$ cat src/hw/rtl/msma_pkg.sv
// ----------------------------------------------------------------------------
// msma_pkg
// Shared types and constants for the sign-magnitude word arithmetic unit.
// ----------------------------------------------------------------------------
package msma_pkg;

  localparam int unsigned MagBits  = 30;
  localparam int unsigned WordBits = MagBits + 1;
  localparam int unsigned CntBits  = $clog2(MagBits);

  typedef enum logic [1:0] {
    OP_ADD = 2'd0,
    OP_SUB = 2'd1,
    OP_MUL = 2'd2,
    OP_DIV = 2'd3
  } msma_op_e;

  typedef enum logic [2:0] {
    ST_IDLE,
    ST_EXEC,
    ST_DIV,
    ST_DIV_END,
    ST_OUT
  } msma_state_e;

  typedef struct packed {
    msma_op_e              operation;
    logic [WordBits-1:0]   word_x;
    logic [WordBits-1:0]   word_y;
    logic [WordBits-1:0]   word_low;
    logic                  clear_overflow;
  } msma_in_t;

  typedef struct packed {
    logic [WordBits-1:0]   result_first;
    logic [WordBits-1:0]   result_second;
    logic                  overflow_now;
    logic                  overflow_sticky;
  } msma_out_t;

  typedef struct packed {
    logic load;
    logic exec;
    logic div_step;
    logic div_end;
    logic publish;
  } msma_cmd_t;

  typedef struct packed {
    msma_op_e op;
    logic     div_bad;
  } msma_status_t;

endpackage

$ cat src/hw/rtl/msma_dp.sv
// ----------------------------------------------------------------------------
// msma_dp
// Datapath: operand registers, adder, multiplier, restoring divider step,
// result registers, output word register and sticky overflow flag.
// ----------------------------------------------------------------------------
module msma_dp (
  input  logic                  clk_i,
  input  logic                  rst_ni,
  input  msma_pkg::msma_in_t    in_word_i,
  input  msma_pkg::msma_cmd_t   cmd_i,
  output msma_pkg::msma_status_t status_o,
  output msma_pkg::msma_out_t   out_word_o
);

  localparam int unsigned MB = msma_pkg::MagBits;
  localparam int unsigned WB = msma_pkg::WordBits;

  msma_pkg::msma_op_e op_q;
  logic               sx_q, sy_q, clr_q;
  logic [MB-1:0]      mx_q, my_q;
  logic [MB-1:0]      rem_q, rem_d;
  logic [MB-1:0]      quo_q, quo_d;
  logic [WB-1:0]      res_first_q, res_first_d;
  logic [WB-1:0]      res_second_q, res_second_d;
  logic               ovf_res_q, ovf_res_d;
  logic               flag_q, sticky_d;
  msma_pkg::msma_out_t out_q;

  logic               sy_eff;
  logic [MB:0]        sum;
  logic [2*MB-1:0]    prod;
  logic [MB:0]        trial, diff;
  logic               ge;
  logic               div_bad;

  assign div_bad = (my_q == '0) || (my_q <= mx_q);
  assign status_o.op      = op_q;
  assign status_o.div_bad = div_bad;

  // add, subtract, multiply and divide early exit
  always_comb begin
    sy_eff       = sy_q ^ (op_q == msma_pkg::OP_SUB);
    sum          = {1'b0, mx_q} + {1'b0, my_q};
    prod         = {{MB{1'b0}}, mx_q} * {{MB{1'b0}}, my_q};
    res_first_d  = res_first_q;
    res_second_d = res_second_q;
    ovf_res_d    = ovf_res_q;
    if (cmd_i.exec) begin
      unique case (op_q)
        msma_pkg::OP_ADD, msma_pkg::OP_SUB: begin
          res_second_d = '0;
          ovf_res_d    = 1'b0;
          if (sx_q == sy_eff) begin
            res_first_d = {sx_q, sum[MB-1:0]};
            ovf_res_d   = sum[MB];
          end else if (mx_q < my_q) begin
            res_first_d = {sy_eff, my_q - mx_q};
          end else begin
            res_first_d = {sx_q, mx_q - my_q};
          end
        end
        msma_pkg::OP_MUL: begin
          res_first_d  = {sx_q ^ sy_q, prod[2*MB-1:MB]};
          res_second_d = {sx_q ^ sy_q, prod[MB-1:0]};
          ovf_res_d    = 1'b0;
        end
        msma_pkg::OP_DIV: begin
          res_first_d  = '0;
          res_second_d = '0;
          ovf_res_d    = 1'b1;
        end
        default: begin
          ovf_res_d = ovf_res_q;
        end
      endcase
    end else if (cmd_i.div_end) begin
      res_first_d  = {sx_q ^ sy_q, quo_q};
      res_second_d = {sx_q, rem_q};
      ovf_res_d    = 1'b0;
    end
  end

  // one quotient bit per step
  always_comb begin
    trial = {rem_q, quo_q[MB-1]};
    diff  = trial - {1'b0, my_q};
    ge    = trial >= {1'b0, my_q};
    rem_d = ge ? diff[MB-1:0] : trial[MB-1:0];
    quo_d = {quo_q[MB-2:0], ge};
  end

  assign sticky_d = (flag_q & ~clr_q) | ovf_res_q;

  always_ff @(posedge clk_i) begin
    if (cmd_i.load) begin
      op_q  <= in_word_i.operation;
      sx_q  <= in_word_i.word_x[MB];
      sy_q  <= in_word_i.word_y[MB];
      mx_q  <= in_word_i.word_x[MB-1:0];
      my_q  <= in_word_i.word_y[MB-1:0];
      clr_q <= in_word_i.clear_overflow;
      rem_q <= in_word_i.word_x[MB-1:0];
      quo_q <= in_word_i.word_low[MB-1:0];
    end else if (cmd_i.div_step) begin
      rem_q <= rem_d;
      quo_q <= quo_d;
    end
    res_first_q  <= res_first_d;
    res_second_q <= res_second_d;
    ovf_res_q    <= ovf_res_d;
    if (cmd_i.publish) begin
      out_q.result_first    <= res_first_q;
      out_q.result_second   <= res_second_q;
      out_q.overflow_now    <= ovf_res_q;
      out_q.overflow_sticky <= sticky_d;
    end
  end

  always_ff @(posedge clk_i or negedge rst_ni) begin
    if (!rst_ni) begin
      flag_q <= 1'b0;
    end else if (cmd_i.publish) begin
      flag_q <= sticky_d;
    end
  end

  assign out_word_o = out_q;

  a_rem_below_divisor: assert property (@(posedge clk_i) disable iff (!rst_ni)
    cmd_i.div_step |-> (rem_q < my_q))
    else $error("partial remainder not below divisor");

  a_mul_no_ovf: assert property (@(posedge clk_i) disable iff (!rst_ni)
    (cmd_i.exec && op_q == msma_pkg::OP_MUL) |=> !ovf_res_q)
    else $error("multiply raised overflow");

endmodule

$ cat src/hw/rtl/msma_ctrl.sv
// ----------------------------------------------------------------------------
// msma_ctrl
// Controller: sequences load, execute, divide steps and output hand-off,
// and owns the output valid flag.
// ----------------------------------------------------------------------------
module msma_ctrl (
  input  logic                   clk_i,
  input  logic                   rst_ni,
  input  logic                   in_valid_i,
  output logic                   in_stall_o,
  output logic                   out_valid_o,
  input  logic                   out_stall_i,
  input  msma_pkg::msma_status_t status_i,
  output msma_pkg::msma_cmd_t    cmd_o
);

  localparam int unsigned CB = msma_pkg::CntBits;
  localparam logic [CB-1:0] LastStep = CB'(msma_pkg::MagBits - 1);

  msma_pkg::msma_state_e state_q, state_d;
  logic [CB-1:0]         cnt_q, cnt_d;
  logic                  out_valid_q, out_valid_d;

  always_ff @(posedge clk_i or negedge rst_ni) begin
    if (!rst_ni) begin
      state_q     <= msma_pkg::ST_IDLE;
      cnt_q       <= '0;
      out_valid_q <= 1'b0;
    end else begin
      state_q     <= state_d;
      cnt_q       <= cnt_d;
      out_valid_q <= out_valid_d;
    end
  end

  always_comb begin
    state_d = state_q;
    cnt_d   = cnt_q;
    cmd_o   = '0;
    unique case (state_q)
      msma_pkg::ST_IDLE: begin
        if (in_valid_i) begin
          cmd_o.load = 1'b1;
          state_d    = msma_pkg::ST_EXEC;
        end
      end
      msma_pkg::ST_EXEC: begin
        if (status_i.op == msma_pkg::OP_DIV && !status_i.div_bad) begin
          cnt_d   = '0;
          state_d = msma_pkg::ST_DIV;
        end else begin
          cmd_o.exec = 1'b1;
          state_d    = msma_pkg::ST_OUT;
        end
      end
      msma_pkg::ST_DIV: begin
        cmd_o.div_step = 1'b1;
        if (cnt_q == LastStep) begin
          state_d = msma_pkg::ST_DIV_END;
        end else begin
          cnt_d = cnt_q + 1'b1;
        end
      end
      msma_pkg::ST_DIV_END: begin
        cmd_o.div_end = 1'b1;
        state_d       = msma_pkg::ST_OUT;
      end
      msma_pkg::ST_OUT: begin
        if (!out_valid_q || !out_stall_i) begin
          cmd_o.publish = 1'b1;
          state_d       = msma_pkg::ST_IDLE;
        end
      end
      default: begin
        state_d = msma_pkg::ST_IDLE;
      end
    endcase
  end

  always_comb begin
    priority if (cmd_o.publish) begin
      out_valid_d = 1'b1;
    end else if (!out_stall_i) begin
      out_valid_d = 1'b0;
    end else begin
      out_valid_d = out_valid_q;
    end
  end

  assign in_stall_o  = (state_q != msma_pkg::ST_IDLE);
  assign out_valid_o = out_valid_q;

  a_publish_free: assert property (@(posedge clk_i) disable iff (!rst_ni)
    cmd_o.publish |-> (!out_valid_q || !out_stall_i))
    else $error("output word overwritten while stalled");

  a_div_len: assert property (@(posedge clk_i) disable iff (!rst_ni)
    (state_q == msma_pkg::ST_DIV && cnt_q == LastStep) |=>
      (state_q == msma_pkg::ST_DIV_END))
    else $error("divide loop did not end after last step");

  a_load_exec: assert property (@(posedge clk_i) disable iff (!rst_ni)
    cmd_o.load |=> (state_q == msma_pkg::ST_EXEC))
    else $error("load not followed by execute");

endmodule

$ cat src/hw/rtl/mix_sign_magnitude_alu.sv
// ----------------------------------------------------------------------------
// mix_sign_magnitude_alu
// Sign-magnitude word arithmetic unit: add, subtract, multiply, divide.
// ----------------------------------------------------------------------------
// latency accept to output valid: load, execute and publish for add, subtract,
// multiply and rejected divide; divide: load, execute, 30 restoring steps (one
// bit a cycle), divide end and publish; one word in flight until published
// output register lets a new word start while the last result is stalled
// reset clears the controller, the output valid flag and sticky overflow
module mix_sign_magnitude_alu (
  input  logic                clk_i,
  input  logic                rst_ni,
  input  logic                in_valid_i,
  output logic                in_stall_o,
  input  msma_pkg::msma_in_t  in_word_i,
  output logic                out_valid_o,
  input  logic                out_stall_i,
  output msma_pkg::msma_out_t out_word_o
);

  msma_pkg::msma_cmd_t    cmd;
  msma_pkg::msma_status_t status;

  msma_ctrl u_ctrl (
    .clk_i       (clk_i),
    .rst_ni      (rst_ni),
    .in_valid_i  (in_valid_i),
    .in_stall_o  (in_stall_o),
    .out_valid_o (out_valid_o),
    .out_stall_i (out_stall_i),
    .status_i    (status),
    .cmd_o       (cmd)
  );

  msma_dp u_dp (
    .clk_i      (clk_i),
    .rst_ni     (rst_ni),
    .in_word_i  (in_word_i),
    .cmd_i      (cmd),
    .status_o   (status),
    .out_word_o (out_word_o)
  );

endmodule

$ cat config.mk
export PLATFORM = sky130hd
export DESIGN_NAME = mix_sign_magnitude_alu
export DESIGN_NICKNAME = d
export VERILOG_FILES = /design/src/hw/rtl/msma_pkg.sv /design/src/hw/rtl/msma_dp.sv /design/src/hw/rtl/msma_ctrl.sv /design/src/hw/rtl/mix_sign_magnitude_alu.sv
export SDC_FILE = /design/constraint.sdc
export NUM_CORES = 2
export LEC_CHECK = 0
export BUFFER_PORTS_ARGS = -buffer_cell sky130_fd_sc_hd__buf_2
export CORE_AREA = 4 4 321 323
export CTS_CLUSTER_DIAMETER = 40
export DETAILED_ROUTE_END_ITERATION = 8
export DIE_AREA = 0 0 325 327
export REMOVE_ABC_BUFFERS = 1
export SLEW_MARGIN = 25
export SYNTH_ARGS = -nofsm -noshare
export SYNTH_HDL_FRONTEND = slang
export SYNTH_HIERARCHICAL = 1
export SYNTH_SLANG_ARGS = --single-unit
export TNS_END_PERCENT = 5
$ cat constraint.sdc
create_clock -name clk_i -period 11.52 [get_ports clk_i]
set_clock_uncertainty 0.05 [all_clocks]
set_input_delay 0.576 -clock clk_i [delete_from_list [all_inputs] [get_ports clk_i]]
set_output_delay 0.576 -clock clk_i [all_outputs]
set_load 0.005 [all_outputs]
# [Yosys cells after proc, flatten, opt, wreduce, memory -nomap -nowiden]
# Cells that the tools add are included.
[totals] n_memories=0 reg_bits=262 latch_bits=0 output_inout_bits=66 inputBits=100 rom_bits=0 mem_bits_rw=0 elab_cells=100
[classes] multipliers=1 addsub=5 mux=35 eq_ne=15 bitwise_logic=5 reduce_logical=17 n_div=0 n_shift=0 magnitude_cmp=3
[ops] op="$mux 31" n=6
[ops] op="$mux 30" n=5
[ops] op="$pmux 31 s3" n=1
[ops] op="$sub 30x30->30" n=3
[ops] op="$pmux 31 s2" n=1
[ops] op="$mul 30x30->60" n=1
[ops] op="$add 30x30->31" n=1
[ops] op="$ge 31x30->1" n=1
[ops] op="$le 30x30->1" n=1
[ops] op="$logic_not 30->1" n=1
[ops] op="$lt 30x30->1" n=1
[ops] op="$pmux 3 s5" n=1
[ops] op="$mux 1" n=13
[ops] op="$mux 3" n=4
[ops] op="$mux 5" n=2
[ops] op="$pmux 5 s2" n=1
[ops] op="$ne 2x1->1 const B" n=4
[ops] op="$eq 3x2->1 const B" n=2
[ops] op="$reduce_and 3->1" n=2
[ops] op="$reduce_bool 2->1" n=3
[ops] op="$add 5x1->5 const B" n=1
[ops] op="$eq 5x5->1 const B" n=1
[ops] op="$eq 2x2->1 const B" n=2
[ops] op="$ne 2x2->1 const B" n=2
[ops] op="17 further kinds" n=21

# [Longest topological paths before layout]
[logic_depth] ltp_word=7 ltp_mapped=33 depth_no_buf=30

# [Hierarchy]
# The synthesis kept the hierarchy.
[by_module_without_submodules] mod="msma_dp" seq_area_each_um2=7592.3 cells_per_inst=4834 instances=1 area_per_inst_um2=44196.1
[by_module_without_submodules] mod="msma_ctrl" seq_area_each_um2=225.2 cells_per_inst=50 instances=1 area_per_inst_um2=500.5

# [Least setup slack after synthesis]
# Ideal clock, no wire load.
[synth_timing] path_type="register to register" start="register u_dp.my_q[6]" end="register u_dp.res_first_q[29] (data pin)" t_arrival_ns=7.723 path_stages_with_launch=30 slack_ns=3.488 period_less_slack_ns=8.032 path_buffers=3 required_time_ns=11.211 setup_ns=0.259 path_cell_list="edfxtp_1 clkbuf_1 inv_1 buf_1 nor2_1 fa_1 fa_1 inv_1 fa_1 fa_1 inv_1 fa_1 fa_1 fa_1 inv_1 fa_1 inv_1 ha_1 clkbuf_1 a221oi_1 o21ai_0 a211oi_1 o21bai_1 o21ai_0 o211ai_1 a21oi_1 o31ai_1 a311oi_1 xnor2_1 a211o_1"
[synth_via] elab_chain_cells=7 word_cells_on_any_way=16 classes_between="3 x add/sub; 1 x mul; 2 x order compare; 6 x mux; 4 x reduce/logical"
[synth_rtl] element="start: declaration" line="msma_dp.sv:20" rtl="logic [MB-1:0] mx_q, my_q;"
[synth_rtl] element="start signal: assignment" line="msma_dp.sv:100" rtl="my_q <= in_word_i.word_y[MB-1:0];"
[synth_rtl] element="parallel branches: the longest is 6 deep, another holds $mul 30x30->60"
[synth_rtl] element="$mux 31 *" line="msma_dp.sv:48" rtl="if (cmd_i.exec) begin"
[synth_rtl] element="net u_dp.res_first_d[29]" line="msma_dp.sv:23" rtl="logic [WB-1:0] res_first_q, res_first_d;"
[synth_rtl] element="end signal: assignment" line="msma_dp.sv:108" rtl="res_first_q <= res_first_d;"
[synth_rtl] element="end: declaration" line="msma_dp.sv:23"
# Mark *: on every way through the listed nets, which the timed path passes.
# A chain may end at the register's enable or synchronous reset.

# [Worst setup path in the final report]
[layout_timing] start="register u_dp.my_q[3]" end="register u_dp.res_first_q[27] (data pin)"
# The elaborated chain is that of the path after synthesis.

==> impl_metrics.toml <==
[yosys]
synth.top_cell.area_share_pct = 35.11
synthMuxAreaShare_pct = 1.534
synth_area_sq_mm = 0.04470
synth-seq-cells = 262
synth.distinct_cells = 91
ys_seq_area_share_pct = 17.49
synth_xor_area_share_pct = 2.116
avgSynthCellArea_sq_um = 9.152
synth_edf_count = 252
synth_fa_ha_area_share_pct = 45.47
yosys-top-cells-area = "fa_1 35%, edfxtp_1 17%, ha_1 10%, inv_1 7.9%, nor2_1 5.2%"
synth_top_family_by_area = "adder cells"
synth_largest_area_cell = "fa_1"
synth_cells = 4884
synth-compound-area-share_pct = 10.06
yosys.area_share.simple_pct = 12.93
async_flop_share_pct = 3.817
yosysWarnings = 6
ys.flop_type = "edfxtp_1"

[routing]
drtPass1Iterations = 6
vias = 36245
drc = 0
post_drt_wl_per_cell_microns = 25.69
drt-vias-per-instance = 5.760
drt_iter0_markers = 3338
wirelength_microns = 161600
ant_nets = 0

[placed_design]
io_buffers = 164
dp_slack_ns = 1.716
dpl.hpwl_microns = 124700
place_congestion = 1.002

[worst_setup_path]
critical_path.startpoint = "u_dp/my_q[3]"
reg2reg_slack_ns = 1.50
start_kind = "register"
path_class = "reg2reg"
critPathCaptureType = "register"
endpoint = "u_dp/res_first_q[27]"
r2r-end = "u_dp/res_first_q[27]"
required_ns = 11.78
worst-path-max-fanout = 18
r2r-start = "u_dp/my_q[3]"
worstPathArrival_ns = 10.28
reg2reg_depth = 26

[timing]
tightest_slew_ns = 1.065
hold_ws_ns = 0.09590
finalSetupViolCount = 0
final.setup.tns_ns = 0
fmax_ghz = 0.09983
slew_headroom_pct = 28.55
rsz0062_at_grt = "false"
period_share_pct = 86.95
final_max_slew_viol_count = 0
finalCriticalPeriod_ns = 10.02
finalHoldViolations = 0
finalWorstSetupSlack_ns = 1.503

[floorplanning]
coreArea_sq_mm = 0.09986
die_width_microns = 325
initial_utilization_pct = 44.76
ios = 166
dieArea_sq_mm = 0.1063
fp.dieH_microns = 327
num_rows = 116

[grt]
grt.overflow.total = 0
grt_start_max_net_pins = 76
grt_pass1_wl_microns = 241900
antenna_found_initial = 7
grt_pass1_vias = 37598
grt_use_total_pct = 30.66

[clock_tree]
h-tree-depth = 2
clk_path_buf_depth = 3
cts_tree = "yes"
clkSinkCount = 262
numCtsBuffers = 43
clk_latency_ns = 0.61
clk_pin_slew_worst_paths_ns = 0.06
cts_root_buf = "clkbuf_16"

[layout]
syn_to_final_growth_pct = 8.748
fin_nets = 6206
drive_gt1_share_pct = 8.923
num-fill-cells = 9618

[flow_run]
cap_violations = 0

[min_path]
hp-class = "in2reg"

[status]
outcome = "finished, final reports clean"
[cells in the final DEF (no fill, tap or decap), drive strengths merged, types with 22 or more instances in the layout]
cell type and n:
inv 955, fa 784, nor2 619, nand2 536
ha 370, buf 285, edfxtp 252, a21oi 196
o21ai 143, xnor2 75, a21o 68, clkbuf 50
mux2 44, nand3 36, nand4 34, xor2 33
clkinv 32, nor3 30, nor2b 28, o21a 24
a211oi 24, o21bai 23, nand2b 22, o221ai 22
[stage by stage]
| stage | cell area [sq um] | utilization (%) | cells |
|---|---|---|---|
| 2_1_floorplan | 43660 | - | 4621 |
| 3_3_place_gp | 47080 | 47.15 | 6204 |
| 3_5_place_dp | 47080 | 47.15 | 6204 |
| 4_1_cts | 48590 | 48.66 | 6285 |
| 5_1_grt | 48590 | 48.66 | 6285 |
| 6_report | 48610 | 48.68 | 6292 |
[area by class of cell]
type	count	area (sq um)	share of cell area (%)
tap	1298	1624	3.341
clock inverter	30	377.9	0.7774
multi-input combinational	3396	32290	66.44
sequential	262	7818	16.08
antenna	7	17.52	0.03604
clock buffer	50	1122	2.309
inverter	963	3615	7.437
timing repair buffer	286	1739	3.578
[registers in the layout (all words and copies together), names as in the netlist]
name and flops:
u_ctrl/cnt_q 5, u_ctrl/out_valid_o 1, u_ctrl/state_q 3, u_dp/clr_q 1
u_dp/flag_q 1, u_dp/mx_q 30, u_dp/my_q 30, u_dp/op_q 2
u_dp/out_word_o 64, u_dp/ovf_res_q 1, u_dp/quo_q 30, u_dp/rem_q 30
u_dp/res_first_q 31, u_dp/res_second_q 31, u_dp/sx_q 1, u_dp/sy_q 1
[how the worst min path moves through the flow]
stage / slack, ns / end / from / cells past startpoint
global placement: 0.35 / u_dp/out_word_o[39] / u_dp/res_first_q[6] / 0
CTS: 0.06 / u_dp/my_q[17] / in_word_i[49] / 1
finish: 0.1 / u_dp/my_q[2] / in_word_i[34] / 1
global route: 0.07 / u_dp/my_q[19] / in_word_i[51] / 1
floorplan: 0.23 / u_ctrl/cnt_q[0] / rst_ni / 0
detailed placement: 0.35 / u_dp/out_word_o[46] / u_dp/res_first_q[13] / 0
[Yosys cell counts, types with 9 or more instances]
cell	instances
a2111oi_0	11
a211oi_1	24
a21o_1	68
a21oi_1	196
a221o_1	10
a22o_1	18
a311oi_1	9
a31oi_1	15
and3_1	13
buf_1	39
buf_2	15
clkbuf_1	203
clkinv_1	18
dfrtp_1	10
edfxtp_1	252
fa_1	784
ha_1	370
inv_1	943
mux2_2	44
mux2i_1	19
nand2_1	536
nand2b_1	22
nand3_1	36
nand4_1	34
nor2_1	618
nor2b_1	28
nor3_1	30
nor4_1	17
o211ai_1	17
o21a_1	24
o21ai_0	134
o21bai_1	23
o221ai_1	22
o22ai_1	9
o31ai_1	16
or2_2	11
or3_1	9
xnor2_1	75
xor2_1	33
[critical path, cell delays in order (launching register included)]
cell	delay (ns)
edfxtp_1	0.94
inv_1	0.64
buf_4	0.38
nor2_1	0.16
fa_1	0.44
fa_1	0.43
fa_1	0.55
inv_1	0.05
fa_1	0.47
inv_1	0.05
fa_1	0.45
ha_1	0.30
fa_1	0.48
inv_1	0.05
fa_1	0.47
inv_1	0.04
ha_1	0.37
and3_1	0.25
o211ai_1	0.11
a31o_2	0.28
a2111oi_0	0.60
o21bai_1	0.25
a21oi_1	0.54
a21boi_0	0.33
o21ai_1	0.63
o211a_1	0.26
o221ai_1	0.10
[cell families after synthesis]
| logic type | Yosys count |
|---|---|
| AND/OR/NAND/NOR | 1389 |
| buffers and inverters | 1226 |
| adder cells (fa/ha/maj) | 1154 |
| AO/OA/AOI/OAI | 682 |
| flip-flops | 262 |
| XOR/XNOR | 108 |
| multiplexers | 63 |
[timing repair]
action                    4_1_cts  5_1_grt
resized for setup               0        0
setup buffers                   0        0
hold endpoints to repair       10        0
hold buffers                    1        0
[per-layer routing]
| metal | wire (microns) | track usage, % | vias up | share of wire (%) |
|---|---|---|---|---|
| met2 | 74970 | 50.06 | 1656 | 46 |
| met1 | 63540 | 39.65 | 18675 | 39 |
| met3 | 14170 | 6.045 | 366 | 8.8 |
| met5 | 31 | 0 | - | 0.019 |
| met4 | 8918 | 14.06 | 4 | 5.5 |
| li1 | - | - | 15544 | - |
Power is left out: the tool's default activity adds up to more than one toggle a clock period on the data nets, which glitch-free logic cannot reach.
